$ cat src/rtl/c3g_pkg.sv
// ----------------------------------------------------------------------------
// c3g_pkg: shared types and constants of the 3x3 gray convolution block
// Pixel and coefficient formats, queue sizing, register map and the
// window item that travels from the front end to the arithmetic back end.
// ----------------------------------------------------------------------------
package c3g_pkg;

  localparam int PIX_W          = 8;
  localparam int COEF_W         = 16;
  localparam int COEF_FRAC_BITS = 12;
  localparam int COEF_ROW_W     = 3 * COEF_W;
  localparam int PROD_W         = 24;   // 16b signed x 9b signed
  localparam int ROW_SUM_W      = 26;   // three products
  localparam int SUM_W          = 28;   // nine products
  localparam int WIDTH_REG_W    = 13;
  localparam int HEIGHT_W       = 16;

  localparam int QDEPTH = 4;
  localparam int QPTR_W = $clog2(QDEPTH);
  localparam int QCNT_W = $clog2(QDEPTH + 1);

  localparam int APB_DATA_W = 64;
  localparam int APB_ADDR_W = 6;

  localparam logic [COEF_ROW_W-1:0]  COEF_RESET   = 48'h0200_0200_0200;
  localparam logic [WIDTH_REG_W-1:0] WIDTH_RESET  = 13'd640;
  localparam logic [HEIGHT_W-1:0]    HEIGHT_RESET = 16'd480;

  typedef enum logic [2:0] {
    REG_COEF_TOP    = 3'd0,
    REG_COEF_MID    = 3'd1,
    REG_COEF_BOTTOM = 3'd2,
    REG_WIDTH       = 3'd3,
    REG_HEIGHT      = 3'd4
  } c3g_reg_e;

  // win[row][col]: row 0 is two lines up, col 0 the oldest column
  typedef struct packed {
    logic [2:0][2:0][PIX_W-1:0] win;
    logic                       last;
  } c3g_item_t;

endpackage

$ cat src/rtl/c3g_queue.sv
// ----------------------------------------------------------------------------
// c3g_queue: short window queue between front end and back end
// Flop-based FIFO; the front end reserves space through the count.
// ----------------------------------------------------------------------------
module c3g_queue (
  input  logic                      clk_i,
  input  logic                      rst_ni,
  input  logic                      push_i,
  input  c3g_pkg::c3g_item_t        item_i,
  input  logic                      pop_i,
  output logic                      valid_o,
  output c3g_pkg::c3g_item_t        item_o,
  output logic [c3g_pkg::QCNT_W-1:0] count_o
);
  import c3g_pkg::*;

  c3g_item_t         slot_q [QDEPTH];
  logic [QPTR_W-1:0] wr_q, rd_q;
  logic [QCNT_W-1:0] cnt_q;
  logic              do_pop;

  assign do_pop = pop_i && (cnt_q != '0);

  always_ff @(posedge clk_i or negedge rst_ni) begin
    if (!rst_ni) begin
      wr_q  <= '0;
      rd_q  <= '0;
      cnt_q <= '0;
    end else begin
      if (push_i) begin
        wr_q <= (wr_q == QPTR_W'(QDEPTH - 1)) ? '0 : wr_q + 1'b1;
      end
      if (do_pop) begin
        rd_q <= (rd_q == QPTR_W'(QDEPTH - 1)) ? '0 : rd_q + 1'b1;
      end
      cnt_q <= cnt_q + QCNT_W'(push_i) - QCNT_W'(do_pop);
    end
  end

  always_ff @(posedge clk_i) begin
    if (push_i) begin
      slot_q[wr_q] <= item_i;
    end
  end

  assign valid_o = (cnt_q != '0);
  assign item_o  = slot_q[rd_q];
  assign count_o = cnt_q;

endmodule

$ cat config.mk
export PLATFORM = sky130hd
export DESIGN_NAME = c3g_queue
export DESIGN_NICKNAME = d
export VERILOG_FILES = /design/src/rtl/c3g_pkg.sv /design/src/rtl/c3g_queue.sv
export SDC_FILE = /design/constraint.sdc
export NUM_CORES = 1
export LEC_CHECK = 0
export ABC_AREA = 1
export BUFFER_PORTS_ARGS = -buffer_cell sky130_fd_sc_hd__buf_2
export CORE_ASPECT_RATIO = 1.4
export CORE_MARGIN = 2
export CORE_UTILIZATION = 52
export CTS_BUF_LIST = sky130_fd_sc_hd__clkbuf_8 sky130_fd_sc_hd__clkbuf_16
export DETAILED_ROUTE_END_ITERATION = 8
export PLACE_DENSITY_LB_ADDON = 0.15
export SLEW_MARGIN = 10
export SYNTH_ARGS = -nofsm -noshare
export SYNTH_HDL_FRONTEND = slang
export SYNTH_SLANG_ARGS = --single-unit
$ cat constraint.sdc
create_clock -name clk_i -period 2.7 [get_ports clk_i]
set_clock_uncertainty 0.05 [all_clocks]
set_input_delay 0.27 -clock clk_i [delete_from_list [all_inputs] [get_ports clk_i]]
set_output_delay 0.27 -clock clk_i [all_outputs]
set_load 0.01 [all_outputs]
### Word-level counts from Yosys, hierarchy flattened

Memory sizes are Yosys's and may differ from the RTL's.
Index checks and enable logic that the tools add are counted.

* flip-flop bits (word level): 7
* RAM bits: 292
* output and inout bits: 77
* logic and storage cells: 16
* memories: 1

Memories
* slot_q: depth 4, width 73, read ports 1, clocked after Yosys merged registers in 0, wr ports 1, RTL line c3g_queue.sv:17 `c3g_item_t slot_q [QDEPTH];`

* add/sub/neg operators: 4
* equal/unequal tests: 2
* muxes and demuxes: 4
* reductions and logical operators: 2

Operators by type and width (number)
* $add 2x1->2 const B: 2
* $eq 2x2->1 const B: 2
* $mux 2: 2
* $add 3x1->3: 1
* $reduce_bool 3->1: 1
* $sub 3x1->3: 1
* $mux 1: 2
* $logic_and 1x1->1: 1

### Longest topological paths before layout

* depth in word-level cells: 3
* depth in mapped cells: 12

### Least setup slack after synthesis

No wires, ideal clock.

* kind: reg-to-reg
* from: register wr_q[0]
* to: memory slot_q[0][0] (netlist bit) (enable)
* arrival time: 2076 ps
* required time: 2223 ps
* slack: 147 ps
* stages on the path, launching flop included: 5
* buffers on the path: 0
* cell sequence: dfrtp_1 -> inv_1 -> ha_1 -> nand2_1 -> inv_1

RTL lines
* start, declared: RTL line c3g_queue.sv:18 `logic [QPTR_W-1:0] wr_q, rd_q;`
* start signal, assigned: RTL line c3g_queue.sv:31 `wr_q <= (wr_q == QPTR_W'(QDEPTH - 1)) ? '0 : wr_q + 1'b1;`
* end, declared: RTL line c3g_queue.sv:17

Straight into the memory's write port.

==> metrics <==
P_sw=0.004934 W; number of buffers inserted to repair setup after CTS=0; shortest period the worst path allows=2.475 ns; final cell count without fillers=1,453; number of ports placed on the die boundary=154; number of distinct library cells after synthesis=17; ordered list of cells on the worst path=buf_4, o211ai_1, nand2_1, buf_2; effective utilization at floorplan=0.5252; Async S/R FF share, synth=0.02341; routed length per placed instance=about 16 µm; final-report max-slew violation count=0; cell at the root of the clock tree=clkbuf_16; routed length on met3=964 µm; largest cells by area after synthesis=edfxtp_1 72%, o211ai_1 8.4%, nand2_1 7.2%, inv_1 4.9%, buf_6 2.8%; leading register cell type out of synthesis=edfxtp_1; maximum buffer depth of the clock tree=3; leading area contributor after synthesis=edfxtp_1; number of warning messages in the yosys log=0; clock-pin transition on the worst setup and hold timing paths=0.06 ns; reg2reg start=count_o[1]; Int Power=0.01018 W; Design Area, Final=14,820 µm²; xor-xnor portion of the synthesized cell area=0.001443; WP depth=4; max_slew headroom=0.3801; clock network fraction of total power=0.266; number of global-route vias before repair=7,027; placed instance area=roughly 13,000 µm²; average vias per placed instance=approximately 5; Resized cells post-CTS=0; register bit total from synthesis=299; status=finished, final reports clean; family of cells with the greatest summed delay on the critical path=buffers and inverters; VDD IR-drop max=0.0007009 V; post-DP HPWL=13,400 µm; nets=between 1k and 1.5k; met1 wire length=about 9400 µm; final worst-path cycle share=0.9167; number of vias in the routed layout=7,258; count of buffers from port buffering=153; total buffers and inverters traversed by the critical path=2; cell area after technology mapping=around 12,000 µm²; Max H-tree Level=1; sequential area share after synthesis=0.7365; share of the synthesized area in compound gates (AO/OA/AOI/OAI)=0.09521; share of cells above drive strength 1=0.1956; dominant combinational cell family by area after synthesis=compound AO/OA/AOI/OAI gates; slowest cell delay on critical path=0.72 ns; met2 WL post-DR=between 10,000 and 15,000 µm; Placer Congestion=0.7248; reg2reg setup slack=0.68 ns; clock tree from TritonCTS=yes; number of instances in the synthesized netlist=roughly 900; sequential power share=0.409; growth of design area from synthesis to finish=22.04%; proportion of synthesized area in mux cells=0; end point of the critical path=item_o[63]; final hold vios=0; die extent in y=184.8 µm; die area=24,610 µm²; class of the worst hold path=in -> reg; initial antenna violation count=2; proportion of netlist area held by the largest area contributor=0.7221; switching part of the total=0.3266; total gr overflow=0; maximum capacitance violations=0; # rows=66; Critical Path Source Type=flip-flop; most frequent cell after synthesis=edfxtp_1; power share of the combinational group=0.325; worst slew pin tran=0.9298 ns; synthesized-area fraction occupied by and/or/nand/nor cells=0.07409; detailed-route DRC error count=0; leakage power figure=5.964 nW; count of antenna-violating nets left after detailed routing=0; Pwr Density=roughly 1000 nW/µm²; slowest stage cell on the critical path=buf_4; total detailed-routing wirelength=22,820 µm; number of flops mapped to enable cells by yosys=between 200 and 300; Critical Path AT=roughly 2.2 ns; CP endpoint kind=primary output; data required time at the worst endpoint=2.38 ns; final sum of negative setup slack=0 ns; r2r worst-path depth=10; top routing layer in use=met4; Synthesized Nets=988; Reg2Reg Capture Point=count_o[1]; number of buffers added to fix hold violations after cts=75; placeable core area=roughly 23,000 µm²; Avg Synthesized Cell Area=between 10 and 15 µm²; area share of fa/ha/maj cells after synthesis=0.008861; number of endpoints failing setup at the final stage=0; unrepaired setup endpoints after global routing=false; placed insts=1,329; startpoint of the worst setup timing path=rd_q[1]; number of DRC markers after the initial detailed-route iteration=306; die outline width=between 100 and 150 µm; overall track demand over capacity in global routing=0.1850; commonest cells in the netlist=292 x edfxtp_1, 234 x nand2_1, 158 x inv_1; count of clock tree sinks=~300; worst-path fanout max=75; clock latency reported for the late side of the worst-skew pair=0.52 ns; global-route wire length before repair=35,870 µm; Worst Setup Path Type=reg -> out; router iterations before antenna repair=5; pin count of the biggest net entering global routing=124; highest achievable clock rate=0.4040 GHz; CTS Buf Count=27
==> power by group through the flow <==
stage | Clock (W) | Combinational [W] | Sequential (W)
2_1_floorplan | 0 | 0.00346 | 0.00626
3_3_place_gp | 0 | 0.00488 | 0.00626
3_5_place_dp | 0 | 0.00494 | 0.00628
4_1_cts | 0.00410 | 0.00504 | 0.00618
5_1_grt | 0.00428 | 0.00550 | 0.00625
6_report | 0.00401 | 0.00491 | 0.00618
==> sequential cells by signal, summed over array words and instances, names as in the netlist <==
name     count
rd_q         2
count_o      3
slot_q     292
wr_q         2
==> worst min path at each step <==
stage                     startpoint         end  slack (ns)  depth (start not counted)
after detailed placement      rst_ni  count_o[2]        0.07                          1
after global placement        rst_ni  count_o[2]        0.06                          1
after global routing          push_i     wr_q[1]        0.04                          2
after CTS                     push_i     wr_q[0]        0.01                          2
after floorplan               rst_ni  count_o[0]       -0.08                          0
final                         push_i     wr_q[0]        0.02                          2
==> routing by layer <==
layer,track usage,up-vias
met3,0.02709,34
met5,0,-
met1,0.2320,3487
met4,0.05617,0
li1,-,3575
met2,0.3343,162
==> area by class of cell <==
class,count,area [µm²]
multi-input combinational,397,2181
fill,1743,8303
clock inverter,17,229.0
timing repair buffer,243,1754
antenna,2,5.005
tap,306,382.9
sequential,299,8949
clock buffer,30,716.9
inverter,159,601.8
==> stage by stage <==
stage / power, W / utilization / setup WS [ns] / hold slack, ns
2_1_floorplan: 0.009715 / - / 0.1472 / -0.07559
3_3_place_gp: 0.01114 / 0.5673 / 0.7214 / 0.06343
3_5_place_dp: 0.01122 / 0.5673 / 0.6814 / 0.06618
4_1_cts: 0.01533 / 0.6407 / 0.1877 / 0.01137
5_1_grt: 0.01602 / 0.6409 / 0.07663 / 0.04473
6_report: 0.01511 / 0.6409 / 0.2249 / 0.02330
==> cells in the final DEF (no fill, tap or decap), drive strengths merged <==
cell / netlist / layout
dlygate4sd3: 0 / 75
bufinv: 0 / 6
xor2: 1 / 1
nand3: 2 / 2
nand2: 234 / 234
edfxtp: 292 / 292
o21ai: 2 / 2
dfrtp: 7 / 7
xnor2: 1 / 1
o211ai: 146 / 146
ha: 7 / 7
clkbuf: 5 / 30
inv: 159 / 160
nor2: 3 / 3
diode: 0 / 2
fa: 1 / 1
buf: 43 / 168
clkinv: 0 / 10
==> worst reg2reg max path, delay by kind of cell, from the launching register on <==
| kind | cells | cell delay (ns) |
|---|---|---|
| adders and majority gates | 3 | 0.88 |
| DFF | 1 | 0.46 |
| and+or+nand+nor | 3 | 0.34 |
| buffers and inverters | 4 | 0.20 |
==> cells by family (layout without fill, tap and decap cells) <==
| logic type | Yosys count | in the layout |
|---|---|---|
| AO/OA/AOI/OAI | 148 | 148 |
| XOR/XNOR | 2 | 2 |
| adder cells (fa/ha/maj) | 8 | 8 |
| buffers and inverters | 207 | 449 |
| flip-flops | 299 | 299 |
| other | 0 | 2 |
| AND/OR/NAND/NOR | 239 | 239 |
Power figures use the tool's default switching activity.
