`src/rtl/c3g_pkg.sv`:
```
// ----------------------------------------------------------------------------
// c3g_pkg: shared types and constants of the 3x3 gray convolution block
// Pixel and coefficient formats, queue sizing, register map and the
// window item that travels from the front end to the arithmetic back end.
// ----------------------------------------------------------------------------
package c3g_pkg;

  localparam int PIX_W          = 8;
  localparam int COEF_W         = 16;
  localparam int COEF_FRAC_BITS = 12;
  localparam int COEF_ROW_W     = 3 * COEF_W;
  localparam int PROD_W         = 24;   // 16b signed x 9b signed
  localparam int ROW_SUM_W      = 26;   // three products
  localparam int SUM_W          = 28;   // nine products
  localparam int WIDTH_REG_W    = 13;
  localparam int HEIGHT_W       = 16;

  localparam int QDEPTH = 4;
  localparam int QPTR_W = $clog2(QDEPTH);
  localparam int QCNT_W = $clog2(QDEPTH + 1);

  localparam int APB_DATA_W = 64;
  localparam int APB_ADDR_W = 6;

  localparam logic [COEF_ROW_W-1:0]  COEF_RESET   = 48'h0200_0200_0200;
  localparam logic [WIDTH_REG_W-1:0] WIDTH_RESET  = 13'd640;
  localparam logic [HEIGHT_W-1:0]    HEIGHT_RESET = 16'd480;

  typedef enum logic [2:0] {
    REG_COEF_TOP    = 3'd0,
    REG_COEF_MID    = 3'd1,
    REG_COEF_BOTTOM = 3'd2,
    REG_WIDTH       = 3'd3,
    REG_HEIGHT      = 3'd4
  } c3g_reg_e;

  // win[row][col]: row 0 is two lines up, col 0 the oldest column
  typedef struct packed {
    logic [2:0][2:0][PIX_W-1:0] win;
    logic                       last;
  } c3g_item_t;

endpackage

```
`src/rtl/c3g_back.sv`:
```
// ----------------------------------------------------------------------------
// c3g_back: nine-tap multiply-accumulate with truncation and saturation
// Products, row sums, then final sum and clamp into the output register.
// ----------------------------------------------------------------------------
module c3g_back (
  input  logic                               clk_i,
  input  logic                               rst_ni,
  input  logic                               q_valid_i,
  input  c3g_pkg::c3g_item_t                 q_item_i,
  output logic                               q_pop_o,
  input  logic [2:0][c3g_pkg::COEF_ROW_W-1:0] coef_i,
  output logic                               out_valid_o,
  input  logic                               out_ready_i,
  output logic [c3g_pkg::PIX_W-1:0]          out_pixel_o,
  output logic                               out_last_o
);
  import c3g_pkg::*;

  localparam int SH_W = SUM_W - COEF_FRAC_BITS;

  logic                                   en;
  logic                                   v1_q, v2_q, v3_q;
  logic                                   l1_q, l2_q, l3_q;
  logic [2:0][2:0][PROD_W-1:0]            prod_q, prod_d;
  logic [2:0][ROW_SUM_W-1:0]              rsum_q, rsum_d;
  logic signed [SUM_W-1:0]                sum;
  logic [SH_W-1:0]                        shifted;
  logic [PIX_W-1:0]                       pix_q, pix_d;

  assign en      = !v3_q || out_ready_i;
  assign q_pop_o = en && q_valid_i;

  // Flipped kernel: window (rr, cc) takes coefficient (2-rr, 2-cc)
  always_comb begin
    for (int rr = 0; rr < 3; rr++) begin
      for (int cc = 0; cc < 3; cc++) begin
        prod_d[rr][cc] = PROD_W'(
          $signed(coef_i[2-rr][COEF_W*(2-cc) +: COEF_W]) *
          $signed({1'b0, q_item_i.win[rr][cc]}));
      end
    end
    for (int rr = 0; rr < 3; rr++) begin
      rsum_d[rr] = ROW_SUM_W'($signed(prod_q[rr][0]))
                 + ROW_SUM_W'($signed(prod_q[rr][1]))
                 + ROW_SUM_W'($signed(prod_q[rr][2]));
    end
    sum = SUM_W'($signed(rsum_q[0])) + SUM_W'($signed(rsum_q[1]))
        + SUM_W'($signed(rsum_q[2]));
    shifted = sum[SUM_W-1:COEF_FRAC_BITS];
    if (sum[SUM_W-1] || (sum == '0)) begin
      pix_d = '0;
    end else if (shifted > SH_W'(255)) begin
      pix_d = '1;
    end else begin
      pix_d = shifted[PIX_W-1:0];
    end
  end

  always_ff @(posedge clk_i or negedge rst_ni) begin
    if (!rst_ni) begin
      v1_q <= 1'b0;
      v2_q <= 1'b0;
      v3_q <= 1'b0;
    end else if (en) begin
      v1_q <= q_valid_i;
      v2_q <= v1_q;
      v3_q <= v2_q;
    end
  end

  always_ff @(posedge clk_i) begin
    if (en) begin
      prod_q <= prod_d;
      l1_q   <= q_item_i.last;
      rsum_q <= rsum_d;
      l2_q   <= l1_q;
      pix_q  <= pix_d;
      l3_q   <= l2_q;
    end
  end

  assign out_valid_o = v3_q;
  assign out_pixel_o = pix_q;
  assign out_last_o  = l3_q;

endmodule

```
`config.mk`:
```
export PLATFORM = sky130hd
export DESIGN_NAME = c3g_back
export DESIGN_NICKNAME = d
export VERILOG_FILES = /design/src/rtl/c3g_pkg.sv /design/src/rtl/c3g_back.sv
export SDC_FILE = /design/constraint.sdc
export NUM_CORES = 2
export LEC_CHECK = 0
export BUFFER_PORTS_ARGS = -buffer_cell sky130_fd_sc_hd__buf_2
export CORE_UTILIZATION = 50
export CTS_CLUSTER_SIZE = 40
export DETAILED_ROUTE_END_ITERATION = 6
export GPL_TIMING_DRIVEN = 0
export PLACE_DENSITY = 0.77
export SYNTH_ARGS = -nofsm -noshare
export SYNTH_HDL_FRONTEND = slang
export SYNTH_SLANG_ARGS = --single-unit
export TNS_END_PERCENT = 1
```
`constraint.sdc`:
```
create_clock -name clk_i -period 13.1 [get_ports clk_i]
set_input_delay 2.62 -clock clk_i [delete_from_list [all_inputs] [get_ports clk_i]]
set_output_delay 2.62 -clock clk_i [all_outputs]
set_load 0.01 [all_outputs]
```
Yosys cells after proc, flatten, opt, wreduce, memory -nomap -nowiden
Cells that the tools add are included.
W data, S select, Z words.
{"block": "totals", "out_inout_bits": 11, "ff_bits": 308, "elab_cells": 43, "input_bits": 221}
{"block": "op_classes", "magnitude_cmp": 1, "n_reduce_logical": 5, "muxes": 1, "addsub": 8, "multipliers": 9}
{"cell": "$mul A16 B9 Y24", "count": 9}
{"cell": "$add A25 B24 Y26", "count": 3}
{"cell": "$add A24 B24 Y25", "count": 3}
{"cell": "$add A27 B26 Y28", "count": 1}
{"cell": "$logic_not A28 Y1", "count": 1}
{"cell": "$add A26 B26 Y27", "count": 1}
{"cell": "$gt A16 B8 Y1 const B", "count": 1}
{"cell": "$mux W8", "count": 1}
{"cell": "$logic_or A1 B1 Y1", "count": 2}
{"cell": "$logic_and A1 B1 Y1", "count": 1}
{"cell": "$logic_not A1 Y1", "count": 1}

Depth between registers and ports, before layout
{"block": "depth", "ltp_word": 4, "depth_mapped": 21, "ltp_nobuf": 20}

Worst setup path before layout
No wires, ideal clock.
{"block": "synth_path", "path_type": "input to output", "start": "input port out_ready_i", "end": "output port q_pop_o", "path_slack_ns": -0.255, "required_ns": 10.480, "path_stages": 2, "n_path_buf": 0, "t_arrival_ns": 10.735, "path_cell_list": "nand2b_1 > and2_1"}
{"block": "synth_via", "elab_chain_cells": 2}
{"item": "start: declaration", "line": "c3g_back.sv:13", "rtl": "input logic out_ready_i,"}
{"item": "$logic_or A1 B1 Y1", "line": "c3g_back.sv:30", "rtl": "assign en = !v3_q || out_ready_i;"}
{"item": "$logic_and A1 B1 Y1", "line": "c3g_back.sv:31", "rtl": "assign q_pop_o = en && q_valid_i;"}
{"item": "end: declaration", "line": "c3g_back.sv:10", "rtl": "output logic q_pop_o,"}
No other way between the ends.

==> impl_metrics.env <==
export IMPL_hold_path_class="register to register"
export IMPL_tightest_slew_ns=0.843
export IMPL_fin_tns_setup_ns=0
export IMPL_die_w_um=336
export IMPL_synth_compound_area_share_pct=6.59
export IMPL_synth_cell_types=83
export IMPL_critical_path_class="input pin to register"
export IMPL_fp_coreArea_um2=111000
export IMPL_wl_per_cell_um=16.1
export IMPL_rows=122
export IMPL_synth_top_area_share_pct=35.9
export IMPL_fmax_ghz=0.119
export IMPL_startpoint_type="input pin"
export IMPL_drv_cap=0
export IMPL_synth_warnings=0
export IMPL_drt_iter0_markers=2321
export IMPL_gp_congestion=0.903
export IMPL_postCtsSetupBuffers=0
export IMPL_critPathMaxFanout=10
export IMPL_cts_sinks=308
export IMPL_root_buffer="clkbuf_16"
export IMPL_final_nets=7887
export IMPL_peakVddDrop_uv=246
export IMPL_synth_xor_area_share_pct=4.22
export IMPL_drcViolationCount=0
export IMPL_portBuffers=224
export IMPL_antenna_found_initial=11
export IMPL_area_delta_synth_final_pct=7.64
export IMPL_synth_edff_count=305
export IMPL_synth_simple_gate_area_share_pct=14.4
export IMPL_grt_usage_pct=22.8
export IMPL_hold_viol=0
export IMPL_status="complete, no violations"
export IMPL_drive_gt1_share_pct=5.37
export IMPL_cpMostUsedCell="fa_1"
export IMPL_ys_seq_area_share_pct=16.5
export IMPL_pin_count=232
export IMPL_cp_end_kind="register"
export IMPL_syn_num_nets=7621
export IMPL_clkLatencyLatePin_ns=0.55
export IMPL_yosys_register_bits=308
export IMPL_synthTopCellsByArea="fa_1 (36%), edfxtp_1 (16%), ha_1 (12%)"
export IMPL_drtPass1Iterations=6
export IMPL_syn_instance_count=5877
export IMPL_clk_pin_slew_worst_paths_ns=0.07
export IMPL_power_leakage_uw=0.0302
export IMPL_power_total_uw=16900
export IMPL_ctsResizeCount=0
export IMPL_async_reset_ff_share_pct=0.974
export IMPL_cts_tree="done"
export IMPL_ys_flop_type="edfxtp_1"
export IMPL_cp_arrival_ns=8.65
export IMPL_power_density_nw_per_um2=282
export IMPL_slowest_stage="a211oi_1"
export IMPL_die_h_um=336
export IMPL_viasPerCell=5.22
export IMPL_synth_adder_area_share_pct=47.6
export IMPL_whs_ns=0.417
export IMPL_grt_pass1_vias=41527
export IMPL_cp_required_ns=13.33
export IMPL_drtAntennaViolNets=0
export IMPL_start_util_pct=50.5
export IMPL_synth_avg_cell_area_um2=9.51
export IMPL_synthMuxAreaShare_pct=0.0761
export IMPL_rsz0062_at_grt="no"
export IMPL_post_dp_hpwl_mm=104
export IMPL_grt_pass1_wl_mm=207
export IMPL_synth_top_family_by_area="adder cells"
export IMPL_cts_buffers=36
export IMPL_path_cells="buf_2, clkbuf_1, nand2_1, fa_1, fa_1, fa_1, fa_1, inv_1, ha_1, o21a_1, o21a_1, o221ai_1, a21oi_1, o41ai_1, o21ai_1, or4_1, and2_1, a211oi_1"
export IMPL_grt_max_degree=75
export IMPL_vias=40018
export IMPL_yosysTopAreaCell="fa_1"
export IMPL_drv_slew=0
export IMPL_dp_cells=7593
export IMPL_gr_total_overflow=0
export IMPL_die_area_um2=113000
export IMPL_cts_path_max_buffers=3
export IMPL_clock_skew_ns=0.0210
export IMPL_relSlewSlack_pct=43.5
export IMPL_totalWireLength_mm=123
export IMPL_finalSetupViolations=0
export IMPL_htreeDepth=2
export IMPL_fin_crit_ns=8.42
export IMPL_instances_no_fill=7660
export IMPL_post_route_period_util_pct=64.2
export IMPL_slowest_delay_ns=0.69
export IMPL_cts_hold_buf=0
export IMPL_syn_cell_area_um2=55900
==> worst max-delay path, delay by kind of cell <==
family / cells / cell delay, ns
buffers and inverters: 3 / 0.76
AND/OR/NAND/NOR: 3 / 0.80
adder cells (fa/ha/maj): 5 / 2.38
AO/OA/AOI/OAI: 7 / 2.07
==> layer usage <==
layer	global-route usage [%]	part of all wire (%)
met5	0	0.075
met4	6.33	2.6
met3	2.44	5.7
met2	39.1	49
met1	30.7	42
==> cell families after synthesis <==
family / count (synthesis)
buffers and inverters: 1555
and+or+nand+nor: 1661
adders and majority gates: 1523
xor gates and xnor gates: 269
DFF: 308
AOI/OAI and AO/OA: 557
muxes: 4
==> per-stage QoR <==
step | util [%] | setup WS, ns | cell area [µm²]
6_report | 54.3 | 4.68 | 60100
2_1_floorplan | - | 3.49 | 55900
4_1_cts | 54.3 | 4.69 | 60100
3_5_place_dp | 53.3 | 4.15 | 59000
3_3_place_gp | 53.2 | 1.98 | 58900
5_1_grt | 54.3 | 4.30 | 60100
==> state kept, by name, summed over array words and instances (netlist names) <==
name,count
out_pixel_o,8
v1_q,1
prod_q,216
l1_q,1
out_last_o,1
v2_q,1
out_valid_o,1
l2_q,1
rsum_q,78
==> report_power, final <==
group	total (µW)	switching (µW)	internal [µW]
clock	1000	418	587
sequential	2770	397	2370
combinational	13200	7510	5640
==> worst paths after layout <==
check | start | endpoint | slack [ns] | cells after the start
worst max-delay path | q_item_i[4] | prod_q[23] | 4.68 | 18
worst min-delay path | l1_q | l2_q | 0.42 | 0
worst max register to register | prod_q[97] | rsum_q[49] | 9.19 | 13
worst min register to register | l1_q | l2_q | 0.42 | 0
max in group asynchronous | rst_ni | v1_q | 11.12 | 1
min in group asynchronous | rst_ni | out_valid_o | 1.87 | 1
==> synthesized netlist by cell type, types with 7 or more instances <==
cell       instances
a2111oi_0          9
a211oi_1          36
a21boi_0           7
a21o_1            44
a21oi_1          164
a31oi_1           22
a41oi_1           10
and2_1           513
and3_1            23
clkbuf_1          81
edfxtp_1         305
fa_1            1002
ha_1             521
inv_1           1464
nand2_1          738
nand2b_1          29
nand3_1           57
nand4_1            8
nor2_1           153
nor2b_1           22
nor3_1            58
nor4_1            14
o211ai_1          14
o21a_1            42
o21ai_0           86
o21ai_1           14
o21bai_1          26
o31ai_1            9
or2_2             12
or3_1             14
xnor2_1          209
xor2_1            60
==> final cells by class <==
| cell class | count | area, µm² |
|---|---|---|
| Buffer | 91 | 418 |
| Antenna cell | 4 | 10.0 |
| Tap cell | 1488 | 1860 |
| Clock buffer | 41 | 920 |
| Clock inverter | 22 | 239 |
| Timing Repair Buffer | 228 | 1230 |
| Fill cell | 9726 | 50500 |
| Inverter | 1464 | 5500 |
| Sequential cell | 308 | 9230 |
| Multi-Input combinational cell | 4014 | 40700 |
==> cell usage in the layout, fill, tap and decap left out, types with 36 or more instances in the layout <==
master	instances
inv_1	1464
fa_1	1002
nand2_1	738
ha_1	521
and2_1	513
edfxtp_1	305
buf_2	224
xnor2_1	209
a21oi_1	164
nor2_1	153
o21ai_0	86
clkbuf_1	86
xor2_1	60
nor3_1	58
nand3_1	57
a21o_1	44
o21a_1	42
a211oi_1	36
clkbuf_16	36
No activity file was read; power rests on OpenSTA's default activity.
